**src/hw/rtl/bba_pkg.sv**
```systemverilog
// bba_pkg: shared types, codes and defaults of the buddy block allocator.
// No dependencies; every other file refers to it by scoped names.
`default_nettype none
package bba_pkg;

    // Defaults for top-level parameters
    localparam int MAX_BLOCKS_DEF = 64;
    localparam int OWNER_BITS_DEF = 16;

    // Fixed field widths and queue depth
    localparam int EXP_W     = 5;
    localparam int OWNER_MAX = 32;
    localparam int QUEUE_DEPTH = 2;

    localparam logic [EXP_W-1:0] ORDER_RESET = 5'd10;
    // Largest request that still fits an exponent below the limit (2^30)
    localparam logic [30:0] SIZE_LIMIT = 31'h4000_0000;

    // Input operation code
    localparam logic FUNC_QUERY = 1'b1;

    // Register index, taken from paddr[2]
    localparam logic REG_TOTAL_ORDER = 1'b0;

    typedef enum logic [1:0] {
        STAT_OK        = 2'd0,
        STAT_NO_SPACE  = 2'd1,
        STAT_LIST_FULL = 2'd2,
        STAT_TOO_LARGE = 2'd3
    } t_status;

    typedef enum logic [1:0] {
        OP_ALLOC,
        OP_QUERY,
        OP_TOO_LARGE
    } t_op;

    // Command handed from front to back through the queue
    typedef struct packed {
        t_op                  op;
        logic [EXP_W-1:0]     exp;
        logic [OWNER_MAX-1:0] owner;
    } t_cmd;

    typedef enum logic [2:0] {
        S_IDLE,
        S_SCAN,
        S_DECIDE,
        S_SHIFT,
        S_FILL,
        S_RES,
        S_QUERY
    } t_state;

endpackage
`default_nettype wire

```
**src/hw/rtl/bba_front.sv**
```systemverilog
// bba_front: accepts input transactions and classifies them into commands.
// Depends on bba_pkg (t_cmd, op codes, size limit).
`default_nettype none
module bba_front (
    input  wire logic          i_valid,
    input  wire logic          i_func,
    input  wire logic [15:0]   i_owner_id,
    input  wire logic [30:0]   i_request_size,
    input  wire logic          i_q_full,
    input  wire logic          i_busy,
    output logic               o_stall,
    output logic               o_push,
    output bba_pkg::t_cmd      o_cmd
);

    // Ceiling log2 helper: position of the top set bit of (size - 1), plus one
    function automatic logic [bba_pkg::EXP_W-1:0] f_top_bit(input logic [29:0] d);
        logic [bba_pkg::EXP_W-1:0] r;
        r = '0;
        for (int b = 0; b < 30; b++) begin
            if (d[b]) r = bba_pkg::EXP_W'(b + 1);
        end
        return r;
    endfunction

    logic [30:0] w_dec;

    assign o_stall = i_q_full || i_busy;
    assign o_push  = i_valid && !o_stall;

    // A zero size counts as one
    assign w_dec = (i_request_size == 31'd0) ? 31'd0 : i_request_size - 31'd1;

    // Classify the transaction
    always_comb begin
        o_cmd.owner = bba_pkg::OWNER_MAX'(i_owner_id);
        o_cmd.exp   = f_top_bit(w_dec[29:0]);
        if (i_func == bba_pkg::FUNC_QUERY) begin
            o_cmd.op = bba_pkg::OP_QUERY;
        end else if (i_request_size > bba_pkg::SIZE_LIMIT) begin
            o_cmd.op = bba_pkg::OP_TOO_LARGE;
        end else begin
            o_cmd.op = bba_pkg::OP_ALLOC;
        end
    end

endmodule
`default_nettype wire

```
**src/hw/rtl/bba_queue.sv**
```systemverilog
// bba_queue: two-entry command queue between front and back.
// Depends on bba_pkg (t_cmd, QUEUE_DEPTH).
`default_nettype none
module bba_queue (
    input  wire logic          i_clk,
    input  wire logic          i_rst_n,
    input  wire logic          i_push,
    input  wire bba_pkg::t_cmd i_cmd,
    input  wire logic          i_pop,
    output logic               o_full,
    output logic               o_valid,
    output bba_pkg::t_cmd      o_cmd
);

    bba_pkg::t_cmd r_slot [bba_pkg::QUEUE_DEPTH];
    logic       r_wp, n_wp;
    logic       r_rp, n_rp;
    logic [1:0] r_cnt, n_cnt;

    assign o_full  = (r_cnt == 2'(bba_pkg::QUEUE_DEPTH));
    assign o_valid = (r_cnt != 2'd0);
    assign o_cmd   = r_slot[r_rp];

    // Pointer and fill count
    always_comb begin
        n_wp  = i_push ? !r_wp : r_wp;
        n_rp  = i_pop  ? !r_rp : r_rp;
        n_cnt = r_cnt;
        if (i_push && !i_pop) n_cnt = r_cnt + 2'd1;
        if (!i_push && i_pop) n_cnt = r_cnt - 2'd1;
    end

    always_ff @(posedge i_clk) begin
        if (!i_rst_n) begin
            r_wp  <= 1'b0;
            r_rp  <= 1'b0;
            r_cnt <= 2'd0;
        end else begin
            r_wp  <= n_wp;
            r_rp  <= n_rp;
            r_cnt <= n_cnt;
        end
        if (i_push) r_slot[r_wp] <= i_cmd;
    end

endmodule
`default_nettype wire

```
**src/hw/rtl/bba_back.sv**
```systemverilog
// bba_back: block list memory and the sequencer that scans, splits and
// streams it, plus the output register. Depends on bba_pkg.
`default_nettype none
module bba_back #(
    parameter int MAX_BLOCKS = bba_pkg::MAX_BLOCKS_DEF,
    parameter int OWNER_BITS = bba_pkg::OWNER_BITS_DEF
) (
    input  wire logic                      i_clk,
    input  wire logic                      i_rst_n,
    input  wire logic                      i_init,
    input  wire logic [bba_pkg::EXP_W-1:0] i_total_order,
    input  wire logic                      i_q_valid,
    input  wire bba_pkg::t_cmd             i_q_cmd,
    output logic                           o_q_pop,
    output logic                           o_busy,
    input  wire logic                      i_stall,
    output logic                           o_valid,
    output logic [1:0]                     o_status,
    output logic [6:0]                     o_block_count,
    output logic [15:0]                    o_block_owner,
    output logic                           o_last
);

    localparam int IW = $clog2(MAX_BLOCKS);
    localparam int LW = $clog2(MAX_BLOCKS + 1);
    localparam int CW = LW + 6;
    localparam int EW = bba_pkg::EXP_W;
    localparam int DW = EW + OWNER_BITS;

    // Block list: {exponent, holder} per entry
    logic [DW-1:0] r_mem [MAX_BLOCKS];
    logic [DW-1:0] r_rdata;
    logic [IW-1:0] w_raddr, w_waddr;
    logic [DW-1:0] w_wdata;
    logic          w_we;

    bba_pkg::t_state r_state, n_state;
    logic [LW-1:0]   r_len, n_len, r_idx, n_idx;
    logic            r_pv, n_pv, r_fe, n_fe, r_fb, n_fb, r_sv, n_sv, r_init, n_init;
    logic [IW-1:0]   r_pidx, n_pidx, r_exact, n_exact, r_big, n_big;
    logic [IW-1:0]   r_pick, n_pick, r_k, n_k, r_sk, n_sk;
    logic [EW-1:0]   r_bexp, n_bexp, r_e, n_e, r_s, n_s, r_j, n_j;
    logic [OWNER_BITS-1:0] r_owner, n_owner;
    bba_pkg::t_status r_status, n_status;

    logic        r_o_valid, n_o_valid, r_o_last, n_o_last;
    logic [1:0]  r_o_status, n_o_status;
    logic [6:0]  r_o_count, n_o_count;
    logic [15:0] r_o_owner, n_o_owner;

    logic [EW-1:0]         w_rd_exp, w_pexp, w_diff;
    logic [OWNER_BITS-1:0] w_rd_hold;
    logic [31:0]           w_hold32, w_len32;
    logic [LW-1:0]         w_idx_inc;
    logic                  w_free, w_found, w_full, w_q_last;

    assign w_rd_exp  = r_rdata[DW-1 -: EW];
    assign w_rd_hold = r_rdata[OWNER_BITS-1:0];
    assign w_hold32  = 32'(w_rd_hold);
    assign w_len32   = 32'(r_len);
    assign w_idx_inc = r_idx + LW'(1);
    assign w_free    = !r_o_valid || !i_stall;
    assign w_q_last  = (r_idx == r_len - LW'(1));

    // Choice of block and list-room check
    assign w_found = r_fe || r_fb;
    assign w_pexp  = r_fe ? r_e : r_bexp;
    assign w_diff  = w_pexp - r_e;
    assign w_full  = (CW'(r_len) + CW'(w_diff)) > CW'(MAX_BLOCKS);

    assign o_busy        = r_init;
    assign o_valid       = r_o_valid;
    assign o_status      = r_o_status;
    assign o_block_count = r_o_count;
    assign o_block_owner = r_o_owner;
    assign o_last        = r_o_last;

    // Next state
    always_comb begin
        n_state = r_state;
        case (r_state)
            bba_pkg::S_IDLE: begin
                if (!r_init && i_q_valid) begin
                    case (i_q_cmd.op)
                        bba_pkg::OP_ALLOC: n_state = bba_pkg::S_SCAN;
                        bba_pkg::OP_QUERY: n_state = bba_pkg::S_QUERY;
                        default:           n_state = bba_pkg::S_RES;
                    endcase
                end
            end
            bba_pkg::S_SCAN: begin
                if (!r_pv) n_state = bba_pkg::S_DECIDE;
            end
            bba_pkg::S_DECIDE: begin
                if (!w_found || w_full) n_state = bba_pkg::S_RES;
                else if (w_diff == '0)  n_state = bba_pkg::S_FILL;
                else                    n_state = bba_pkg::S_SHIFT;
            end
            bba_pkg::S_SHIFT: begin
                if (!(r_k > r_pick) && !r_sv) n_state = bba_pkg::S_FILL;
            end
            bba_pkg::S_FILL: begin
                if (r_j == '0) n_state = bba_pkg::S_RES;
            end
            bba_pkg::S_RES: begin
                if (w_free) n_state = bba_pkg::S_IDLE;
            end
            bba_pkg::S_QUERY: begin
                if (w_free && w_q_last) n_state = bba_pkg::S_IDLE;
            end
            default: n_state = bba_pkg::S_IDLE;
        endcase
    end

    // Datapath, memory controls and outputs
    always_comb begin
        n_len = r_len;   n_idx = r_idx;   n_pv = r_pv;     n_fe = r_fe;
        n_fb = r_fb;     n_sv = r_sv;     n_init = r_init; n_pidx = r_pidx;
        n_exact = r_exact; n_big = r_big; n_pick = r_pick; n_k = r_k;
        n_sk = r_sk;     n_bexp = r_bexp; n_e = r_e;       n_s = r_s;
        n_j = r_j;       n_owner = r_owner; n_status = r_status;
        n_o_valid = r_o_valid && i_stall;
        n_o_status = r_o_status; n_o_count = r_o_count;
        n_o_owner = r_o_owner;   n_o_last = r_o_last;
        o_q_pop = 1'b0;
        w_raddr = r_idx[IW-1:0];
        w_we    = 1'b0;
        w_waddr = '0;
        w_wdata = '0;
        case (r_state)
            bba_pkg::S_IDLE: begin
                if (r_init) begin
                    // Rebuild the list as one free block
                    w_we    = 1'b1;
                    w_wdata = {i_total_order, {OWNER_BITS{1'b0}}};
                    n_len   = LW'(1);
                    n_init  = 1'b0;
                end else if (i_q_valid) begin
                    o_q_pop  = 1'b1;
                    n_e      = i_q_cmd.exp;
                    n_owner  = OWNER_BITS'(i_q_cmd.owner);
                    w_raddr  = '0;
                    n_idx    = (i_q_cmd.op == bba_pkg::OP_QUERY) ? LW'(0) : LW'(1);
                    n_pv     = 1'b1;
                    n_pidx   = '0;
                    n_fe     = 1'b0;
                    n_fb     = 1'b0;
                    n_status = bba_pkg::STAT_TOO_LARGE;
                end
            end
            bba_pkg::S_SCAN: begin
                // Check the entry read last cycle, issue the next read
                if (r_pv && w_rd_hold == '0) begin
                    if (w_rd_exp == r_e && !r_fe) begin
                        n_fe    = 1'b1;
                        n_exact = r_pidx;
                    end
                    if (w_rd_exp > r_e && !r_fb) begin
                        n_fb   = 1'b1;
                        n_big  = r_pidx;
                        n_bexp = w_rd_exp;
                    end
                end
                if (r_idx < r_len) begin
                    w_raddr = r_idx[IW-1:0];
                    n_pv    = 1'b1;
                    n_pidx  = r_idx[IW-1:0];
                    n_idx   = w_idx_inc;
                end else begin
                    n_pv = 1'b0;
                end
            end
            bba_pkg::S_DECIDE: begin
                n_pick = r_fe ? r_exact : r_big;
                n_s    = w_diff;
                n_j    = w_diff;
                n_k    = IW'(r_len - LW'(1));
                n_sv   = 1'b0;
                if (!w_found)   n_status = bba_pkg::STAT_NO_SPACE;
                else if (w_full) n_status = bba_pkg::STAT_LIST_FULL;
            end
            bba_pkg::S_SHIFT: begin
                // Move later entries up by the split count, top first
                if (r_sv) begin
                    w_we    = 1'b1;
                    w_waddr = r_sk + IW'(r_s);
                    w_wdata = r_rdata;
                end
                if (r_k > r_pick) begin
                    w_raddr = r_k;
                    n_sv    = 1'b1;
                    n_sk    = r_k;
                    n_k     = r_k - IW'(1);
                end else begin
                    n_sv = 1'b0;
                end
            end
            bba_pkg::S_FILL: begin
                // Write the free halves, then the owned block itself
                w_we    = 1'b1;
                w_waddr = r_pick + IW'(r_j);
                if (r_j == '0) begin
                    w_wdata  = {r_e, r_owner};
                    n_len    = r_len + LW'(r_s);
                    n_status = bba_pkg::STAT_OK;
                end else begin
                    w_wdata = {EW'(r_e + r_j - EW'(1)), {OWNER_BITS{1'b0}}};
                    n_j     = r_j - EW'(1);
                end
            end
            bba_pkg::S_RES: begin
                if (w_free) begin
                    n_o_valid  = 1'b1;
                    n_o_status = r_status;
                    n_o_count  = w_len32[6:0];
                    n_o_owner  = '0;
                    n_o_last   = 1'b1;
                end
            end
            bba_pkg::S_QUERY: begin
                // Stream one owner per cycle; hold the read when stalled
                w_raddr = r_idx[IW-1:0];
                if (w_free) begin
                    n_o_valid  = 1'b1;
                    n_o_status = bba_pkg::STAT_OK;
                    n_o_count  = w_len32[6:0];
                    n_o_owner  = w_hold32[15:0];
                    n_o_last   = w_q_last;
                    if (!w_q_last) begin
                        n_idx   = w_idx_inc;
                        w_raddr = w_idx_inc[IW-1:0];
                    end
                end
            end
            default: begin
                n_o_valid = 1'b0;
            end
        endcase
        if (i_init) n_init = 1'b1;
    end

    // List memory, registered read
    always_ff @(posedge i_clk) begin
        if (w_we) r_mem[w_waddr] <= w_wdata;
        r_rdata <= r_mem[w_raddr];
    end

    always_ff @(posedge i_clk) begin
        if (!i_rst_n) begin
            r_state   <= bba_pkg::S_IDLE;
            r_init    <= 1'b1;
            r_len     <= LW'(1);
            r_pv      <= 1'b0;
            r_sv      <= 1'b0;
            r_o_valid <= 1'b0;
        end else begin
            r_state   <= n_state;
            r_init    <= n_init;
            r_len     <= n_len;
            r_pv      <= n_pv;
            r_sv      <= n_sv;
            r_o_valid <= n_o_valid;
        end
        r_idx <= n_idx;     r_fe <= n_fe;       r_fb <= n_fb;     r_pidx <= n_pidx;
        r_exact <= n_exact; r_big <= n_big;     r_pick <= n_pick; r_k <= n_k;
        r_sk <= n_sk;       r_bexp <= n_bexp;   r_e <= n_e;       r_s <= n_s;
        r_j <= n_j;         r_owner <= n_owner; r_status <= n_status;
        r_o_status <= n_o_status; r_o_count <= n_o_count;
        r_o_owner  <= n_o_owner;  r_o_last  <= n_o_last;
    end

endmodule
`default_nettype wire

```
**src/hw/rtl/buddy_block_allocator.sv**
```systemverilog
// Buddy block allocator top level: APB register, front classifier, command
// queue and list back end. Depends on bba_pkg, bba_front, bba_queue, bba_back.
//
// Usage: input transactions (func, owner_id, request_size) arrive on the
// i_valid / o_stall channel; results (status, block_count, block_owner, last)
// leave on o_valid / i_stall. An allocate gives one result; a query gives one
// result per listed block, last set on the final one.
// An allocate scans the list one entry per cycle, then moves the later
// entries up one per cycle and writes the split halves one per cycle
// before its result is given. A query streams one owner per cycle while
// the receiver does not stall.
// One transaction is carried out at a time; up to two more wait in the queue.
// Reset, and every write of total_order, rebuilds the list as one free block;
// while the rebuild is pending, no input transaction is accepted.
// When the receiver stalls, the result holds in the output register and the
// list sequencer waits; the front keeps accepting until the queue is full.
`default_nettype none
module buddy_block_allocator #(
    parameter int MAX_BLOCKS = bba_pkg::MAX_BLOCKS_DEF,
    parameter int OWNER_BITS = bba_pkg::OWNER_BITS_DEF
) (
    input  wire logic        i_clk,
    input  wire logic        i_rst_n,
    input  wire logic        psel,
    input  wire logic        penable,
    input  wire logic        pwrite,
    input  wire logic [2:0]  paddr,
    input  wire logic [31:0] pwdata,
    output logic [31:0]      prdata,
    output logic             pready,
    input  wire logic        i_valid,
    input  wire logic        i_func,
    input  wire logic [15:0] i_owner_id,
    input  wire logic [30:0] i_request_size,
    output logic             o_stall,
    output logic             o_valid,
    output logic [1:0]       o_status,
    output logic [6:0]       o_block_count,
    output logic [15:0]      o_block_owner,
    output logic             o_last,
    input  wire logic        i_stall
);

    logic [bba_pkg::EXP_W-1:0] r_total_order;
    logic          w_cfg_wr, w_push, w_q_full, w_q_valid, w_pop, w_busy;
    bba_pkg::t_cmd w_f_cmd, w_q_cmd;

    // Register access
    assign pready   = 1'b1;
    assign w_cfg_wr = psel && penable && pwrite && (paddr[2] == bba_pkg::REG_TOTAL_ORDER);
    assign prdata   = (paddr[2] == bba_pkg::REG_TOTAL_ORDER) ? 32'(r_total_order) : 32'd0;

    always_ff @(posedge i_clk) begin
        if (!i_rst_n) begin
            r_total_order <= bba_pkg::ORDER_RESET;
        end else if (w_cfg_wr) begin
            r_total_order <= pwdata[bba_pkg::EXP_W-1:0];
        end
    end

    bba_front u_front (
        .i_valid        (i_valid),
        .i_func         (i_func),
        .i_owner_id     (i_owner_id),
        .i_request_size (i_request_size),
        .i_q_full       (w_q_full),
        .i_busy         (w_busy),
        .o_stall        (o_stall),
        .o_push         (w_push),
        .o_cmd          (w_f_cmd)
    );

    bba_queue u_queue (
        .i_clk   (i_clk),
        .i_rst_n (i_rst_n),
        .i_push  (w_push),
        .i_cmd   (w_f_cmd),
        .i_pop   (w_pop),
        .o_full  (w_q_full),
        .o_valid (w_q_valid),
        .o_cmd   (w_q_cmd)
    );

    bba_back #(
        .MAX_BLOCKS (MAX_BLOCKS),
        .OWNER_BITS (OWNER_BITS)
    ) u_back (
        .i_clk         (i_clk),
        .i_rst_n       (i_rst_n),
        .i_init        (w_cfg_wr),
        .i_total_order (r_total_order),
        .i_q_valid     (w_q_valid),
        .i_q_cmd       (w_q_cmd),
        .o_q_pop       (w_pop),
        .o_busy        (w_busy),
        .i_stall       (i_stall),
        .o_valid       (o_valid),
        .o_status      (o_status),
        .o_block_count (o_block_count),
        .o_block_owner (o_block_owner),
        .o_last        (o_last)
    );

endmodule
`default_nettype wire

```
**config.mk**
```make
export PLATFORM = sky130hd
export DESIGN_NAME = buddy_block_allocator
export DESIGN_NICKNAME = d
export VERILOG_FILES = /design/src/hw/rtl/bba_pkg.sv /design/src/hw/rtl/bba_front.sv /design/src/hw/rtl/bba_queue.sv /design/src/hw/rtl/bba_back.sv /design/src/hw/rtl/buddy_block_allocator.sv
export SDC_FILE = /design/constraint.sdc
export NUM_CORES = 2
export LEC_CHECK = 0
export BUFFER_PORTS_ARGS = -buffer_cell sky130_fd_sc_hd__buf_2
export CAP_MARGIN = 20
export CORE_UTILIZATION = 44
export DETAILED_ROUTE_END_ITERATION = 6
export RECOVER_POWER = 25
export SYNTH_ARGS = -nofsm -noshare
export SYNTH_HDL_FRONTEND = slang
export SYNTH_SLANG_ARGS = --single-unit
```
**constraint.sdc**
```tcl
create_clock -name i_clk -period 5.1 [get_ports i_clk]
set_input_delay 1.53 -clock i_clk [delete_from_list [all_inputs] [get_ports i_clk]]
set_output_delay 1.53 -clock i_clk [all_outputs]
set_load 0.05 [all_outputs]
```
# Word-level counts from Yosys, hierarchy flattened

Memory sizes are Yosys's and may differ from the RTL's. A register that Yosys moved wholly into a read port is not among the register bits.
Cells that the tools add are included.

Magnitude comparators: 5
$add $sub $neg: 14
Equality and inequality tests: 28
Bitwise operators: 3
Reductions and logical operators: 64
Multiplexer cells: 121

Operators with widths:

| operator                                           | number |
|---|---|
| two-way mux 5 bit                                  | 32 |
| two-way mux 6 bit                                  | 11 |
| two-way mux 21 bit                                 | 3 |
| case mux 21 bit (3 select lines)                   | 1 |
| two-way mux 7 bit                                  | 7 |
| case mux 6 bit (2 select lines)                    | 3 |
| two-way mux 16 bit                                 | 2 |
| case mux 16 bit (2 select lines)                   | 1 |
| > comparator 31 bit, second input constant         | 1 |
| zero test 31 bit                                   | 1 |
| two-way mux 30 bit                                 | 1 |
| subtractor 30 x 1 -> 30 bit, second input constant | 1 |
| two-way mux 1 bit                                  | 26 |
| != test 2 x 1 -> 1 bit, second input constant      | 13 |
| two-way mux 3 bit                                  | 8 |
| two-way mux 2 bit                                  | 11 |
| case mux 3 bit (7 select lines)                    | 1 |
| case mux 7 bit (3 select lines)                    | 1 |
| case mux 6 bit (3 select lines)                    | 1 |
| AND reduction 3 bit                                | 6 |
| zero test 16 bit                                   | 1 |
| AND reduction 5 bit                                | 3 |
| case mux 7 bit (2 select lines)                    | 1 |
| nonzero test 2 bit                                 | 7 |
| other kinds (43)                                   | 92 |

Output and inout bits: 61
Input port bits: 90
RAM bits: 1390
Word-level logic and storage cells: 266
Register bits: 132
Memories kept: 2

Memory list:

| memory         | depth | bits a word | rd ports | clocked after memory_dff | write ports | line            | text |
|---|---|---|---|---|---|---|---|
| u_back.r_mem   | 64    | 21          | 1        | 1                        | 1           | bba_back.sv:31  | `logic [DW-1:0] r_mem [MAX_BLOCKS];` |
| u_queue.r_slot | 2     | 23          | 1        | 1                        | 1           | bba_queue.sv:15 | `bba_pkg::t_cmd r_slot [bba_pkg::QUEUE_DEPTH];` |

# Logic depth before layout (Yosys ltp)

Word-level depth: 32
Gate-level depth with buffers: 18
Mapped depth without buffers: 17

# By module

Synthesis repeated with hierarchy kept, for this count alone.

Cells, all modules: 4614
Area total of the unflattened synthesis: 66570.1 sq um

By module, submodules not included:

| module                | times used | area each (sq um) | cells each | seq. area each (sq um) |
|---|---|---|---|---|
| bba_back              | 1          | 61257.5           | 4131       | 44332.5 |
| bba_queue             | 1          | 3025.4            | 143        | 2442.3 |
| bba_front             | 1          | 1803.0            | 282        | 0.0 |
| buddy_block_allocator | 1          | 484.2             | 58         | 100.1 |

# Least setup slack after synthesis

OpenSTA, ideal clock, no wires.

Kind: register -> register
Start: register u_back.r_state[0]
End: memory u_back.r_mem[0][17] in the netlist's numbering (data pin)
Clock period less this slack: 4.837 ns
Stages on the path, launching flop included: 8
Setup time: 0.702 ns
Arrival time: 4.135 ns
Path slack: 0.263 ns
Required time: 4.398 ns
Buffers on the path: 3
Cells stage by stage: dfxtp_1 -> clkbuf_1 -> nor2_1 -> and2_1 -> clkbuf_1 -> clkbuf_1 -> nand2_1 -> o21ai_0

Cells in the longest elaborated chain, start to end: 2
Elaborated cells between the ends (all ways): 4
Those cells by class: eq/ne (2); mux (1); reduce/logical (1)

RTL lines:

| element                               | line            | text |
|---|---|---|
| start: declaration                    | bba_back.sv:37  | `bba_pkg::t_state r_state, n_state;` |
| start signal: assignment              | bba_back.sv:250 | `r_state <= bba_pkg::S_IDLE;` |
| start signal: assignment              | bba_back.sv:257 | `r_state <= n_state;` |
| == test 3 bit (tied with other cells) | bba_back.sv:130 | `case (r_state)` |
| case mux 21 bit (3 select lines) *    | bba_back.sv:130 |  |
| named net u_back.w_wdata[17]          | bba_back.sv:34  | `logic [DW-1:0] w_wdata;` |
| end: declaration                      | bba_back.sv:31  |  |

Mark *: on every way through the listed nets, which the timed path passes. The rest lies on a longest branch.

# Worst setup path in the final report

Start: register u_back.r_k[3]
End: register u_back.r_rdata[1], read port of u_back.r_mem

Cells in the longest elaborated chain, start to end: 3

RTL lines:

| element                           | line            | text |
|---|---|---|
| start: declaration                | bba_back.sv:41  | `logic [IW-1:0] r_pick, n_pick, r_k, n_k, r_sk, n_sk;` |
| start signal: assignment          | bba_back.sv:265 | `r_exact <= n_exact; r_big <= n_big; r_pick <= n_pick; r_k <= n_k;` |
| > comparator 6 bit                | bba_back.sv:189 | `if (r_k > r_pick) begin` |
| two-way mux 6 bit *               | bba_back.sv:189 |  |
| case mux 6 bit (3 select lines) * | bba_back.sv:130 |  |
| end: declaration                  | bba_back.sv:32  | `logic [DW-1:0] r_rdata;` |

Every way passes the cells marked *; elsewhere a longest branch is shown, timed or not.
A chain may end at the register's enable or synchronous reset.

==> out/results.txt <==
outcome: complete, but fails checks
failing checks: capacitance limit, slew limit
relative slew slack: -0.231
die width: 384 µm
Clock Latency Late Sink: 810 ps
combinational share of power: 0.304
post-CTS setup buffer count: 0
H-tree levels: 4
GR Util met3: 0.0390
Largest stage delay, worst path: 550 ps
Final Setup Violations: 0
Hold Vio Cnt, Final: 0
met2 usage in global routing: 0.357
crit-path cells: ha_1 -> and4_1 -> a31o_1 -> a31oi_1 -> clkbuf_1 -> a32o_1 -> a211o_1 -> or2_4 -> buf_4 -> mux2i_1 -> o2111ai_1 -> and3_1 -> nor4_1 -> buf_4
Reg clk slew, reported paths: 70 ps
DP Cell Count: 6581
RR Startpoint: u_back.r_k[3]
Final #Nets: 4994
Initial DRT Pass Iterations: 6
clock skew: 55.1 ps
Synth Warn #: 0
Post-synth EDFFs: 1499
syn_area_per_cell: 14.0 µm²
f_max: 0.212 GHz
Clock power frac: 0.295
GPL Wtd Cong: 0.889
Crit. End Element: flip-flop
clock buffer depth: 3
Setup crit start: u_back.r_k[3]
sequential share of the synthesized area: 0.714
Setup CP Type: flip-flop to flip-flop
Syn-to-layout area delta: 14.8%
worst IR drop on VDD: 311 µV
switch share: 0.340
vias in the first global route: 36928
TNS Setup: 0 ps
PortBufs: 93
CTS sink count: 1544
Vias: 39314
first-pass GRT wire length: 252 mm
number of nets with antenna violations after routing: 0
count leader, synth: edfxtp_1
Pwr Density: 519 nW/µm²
Switching Power: 13.0 mW
num rows: 139
Synth area leaders: edfxtp_1 (70%), mux2i_1 (5.6%), nand2_1 (4.9%), nand3_1 (2.9%), dfxtp_1 (1.4%)
flop-to-flop setup slack: 380 ps
I/O pins: 151
Slowest-stage cell, CP: edfxtp_1
share of layout cells above drive strength 1: 0.137
Starting Density: 0.445
total core area: 144000 µm²
routed length per instance: 25.1 µm
drt initial violations: 4032
crit path max fanout: 23
Synth async-reset ratio: 0
Worst Path Arrival: 5450 ps
reg2reg path depth: 14
Residual DRC: 0
initial antenna violation count: 5
CTS Hold Bufs: 0
Post-Syn Instances: 4577
final cycle utilization of the critical path: 0.925
P_int: 25.3 mW
biggest area consumer among synthesized cells: edfxtp_1
# Max-Cap Violations: 4
RSZ-0062 raised after global routing: no
CTS Root Cell: clkbuf_16
post-synth top area share: 0.700
type of origin of the critical path: flip-flop
post-CTS resize count: 0
die area: 148000 µm²
critical path endpoint: u_back.r_rdata[1]
CTS buffer count: 161
chip height: 384 µm
Main synth FF type: edfxtp_1
worst slew pin tran: 1850 ps
Post-Syn Area: 64300 µm²
total global routing overflow: 0
R2R Path End: u_back.r_rdata[1]
Vias/cell: 5.71
Final Max Slew Viols: 127
largest net degree at the start of global routing: 65
top cells by count, synth: edfxtp_1 (1499), nand2_1 (836), nand3_1 (372)
fin cells: 6882
gr busiest metal: met2
CTS tree: yes
Pleak: 24.9 nW
critical path required time: 5830 ps
met1 GRT Util: 0.334
worst hold path type: flip-flop to flip-flop
Seq cells post-synth: 1544
min Tclk post-route: 4720 ps
Critical Path Most Common Cell: buf_4
sequential share of power: 0.402
GRT Total Usage: 0.233
hpwl dp: 108 mm
final WL: 173 mm
library cells used by synthesis: 84
-- registers in the layout (all words and copies together) (netlist names), 7 cells and up, named ones only --
register              cells
u_back.r_mem           1344
u_back.o_block_owner     16
u_back.r_idx              7
u_back.o_block_count      7
u_back.r_rdata           21
u_back.r_len              7
u_queue.r_slot           46
u_back.r_owner           16
-- critical path, delay by kind of cell (launching register included) --
kind,cells,cell delay (ps)
AOI/OAI and AO/OA,5,1120
adders and majority gates,1,380
buffers and inverters,3,1000
DFF,1,550
muxes,1,240
and+or+nand+nor,4,1310
-- placed cells by master (no fill, tap or decap), types with 37 or more instances in the layout --
cell type  count
a21oi_1       77
a31oi_1       50
a32o_1        42
a32oi_1       63
and3_1        76
buf_12        55
buf_2         53
buf_4        195
clkbuf_1     110
clkbuf_16    161
dfxtp_1       45
edfxtp_1    1499
ha_1          55
inv_1         53
mux2i_1      358
nand2_1      836
nand3_1      371
nor2_1        86
nor2_2        63
nor3_1        51
o2111ai_1     61
o21ai_0       40
xnor2_1       37
-- cell families (layout without fill, tap and decap cells) --
kind of cell,after synthesis,in the layout,share of synthesized area
adder cells (fa/ha/maj),61,61,0.0126
XOR/XNOR,61,61,0.00852
other,2,33,0.000117
buffers and inverters,348,719,0.0256
flip-flops,1544,1544,0.714
AO/OA/AOI/OAI,517,517,0.0614
multiplexers,388,388,0.0610
AND/OR/NAND/NOR,1656,1656,0.117
-- power groups by stage --
| stage | Clock [mW] | Combinational [mW] | Sequential (mW) |
|---|---|---|---|
| 2_1_floorplan | 0 | 6.97 | 15.4 |
| 3_3_place_gp | 0 | 11.5 | 15.6 |
| 3_5_place_dp | 0 | 11.6 | 15.6 |
| 4_1_cts | 11.5 | 11.7 | 15.3 |
| 5_1_grt | 12.0 | 12.4 | 15.4 |
| 6_report | 11.3 | 11.6 | 15.4 |
-- area by class of cell --
class	instances	area, µm²
Tap cell	1903	2380
Antenna cell	5	12.5
Inverter	53	199
Sequential cell	1544	45900
Clock inverter	80	767
Multi-Input combinational cell	2711	17100
Timing Repair Buffer	372	3100
Clock buffer	214	4300
Fill cell	12055	70600
-- worst min path at each step --
| stage | to | start | depth (start not counted) |
|---|---|---|---|
| 3_3_place_gp | u_back.r_exact[2] | u_back.r_pidx[2] | 0 |
| 2_1_floorplan | u_back.r_big[0] | u_back.r_pidx[0] | 0 |
| 6_report | u_back.r_bexp[2] | u_back.r_rdata[18] | 0 |
| 4_1_cts | u_back.r_bexp[2] | u_back.r_rdata[18] | 0 |
| 5_1_grt | u_back.r_bexp[2] | u_back.r_rdata[18] | 0 |
| 3_5_place_dp | u_back.r_exact[2] | u_back.r_pidx[2] | 0 |
-- through the flow --
| step | total power [mW] | setup WS, ps | util | hold slack, ps | cell area, µm² |
|---|---|---|---|---|---|
| 2_1_floorplan | 22.4 | 263 | - | 421 | 64400 |
| 3_3_place_gp | 27.1 | 388 | 0.477 | 484 | 68900 |
| 3_5_place_dp | 27.2 | 374 | 0.478 | 469 | 68900 |
| 4_1_cts | 38.5 | 608 | 0.513 | 473 | 74000 |
| 5_1_grt | 39.8 | 234 | 0.511 | 491 | 73800 |
| 6_report | 38.3 | 382 | 0.511 | 476 | 73800 |
-- routing by layer --
metal / routed length (µm) / vias to the layer above
li1: - / 17824
met1: 74600 / 19632
met2: 78900 / 1580
met3: 13400 / 278
met4: 6180 / 0
met5: 0 / -
No activity file was read; power rests on OpenSTA's default activity.
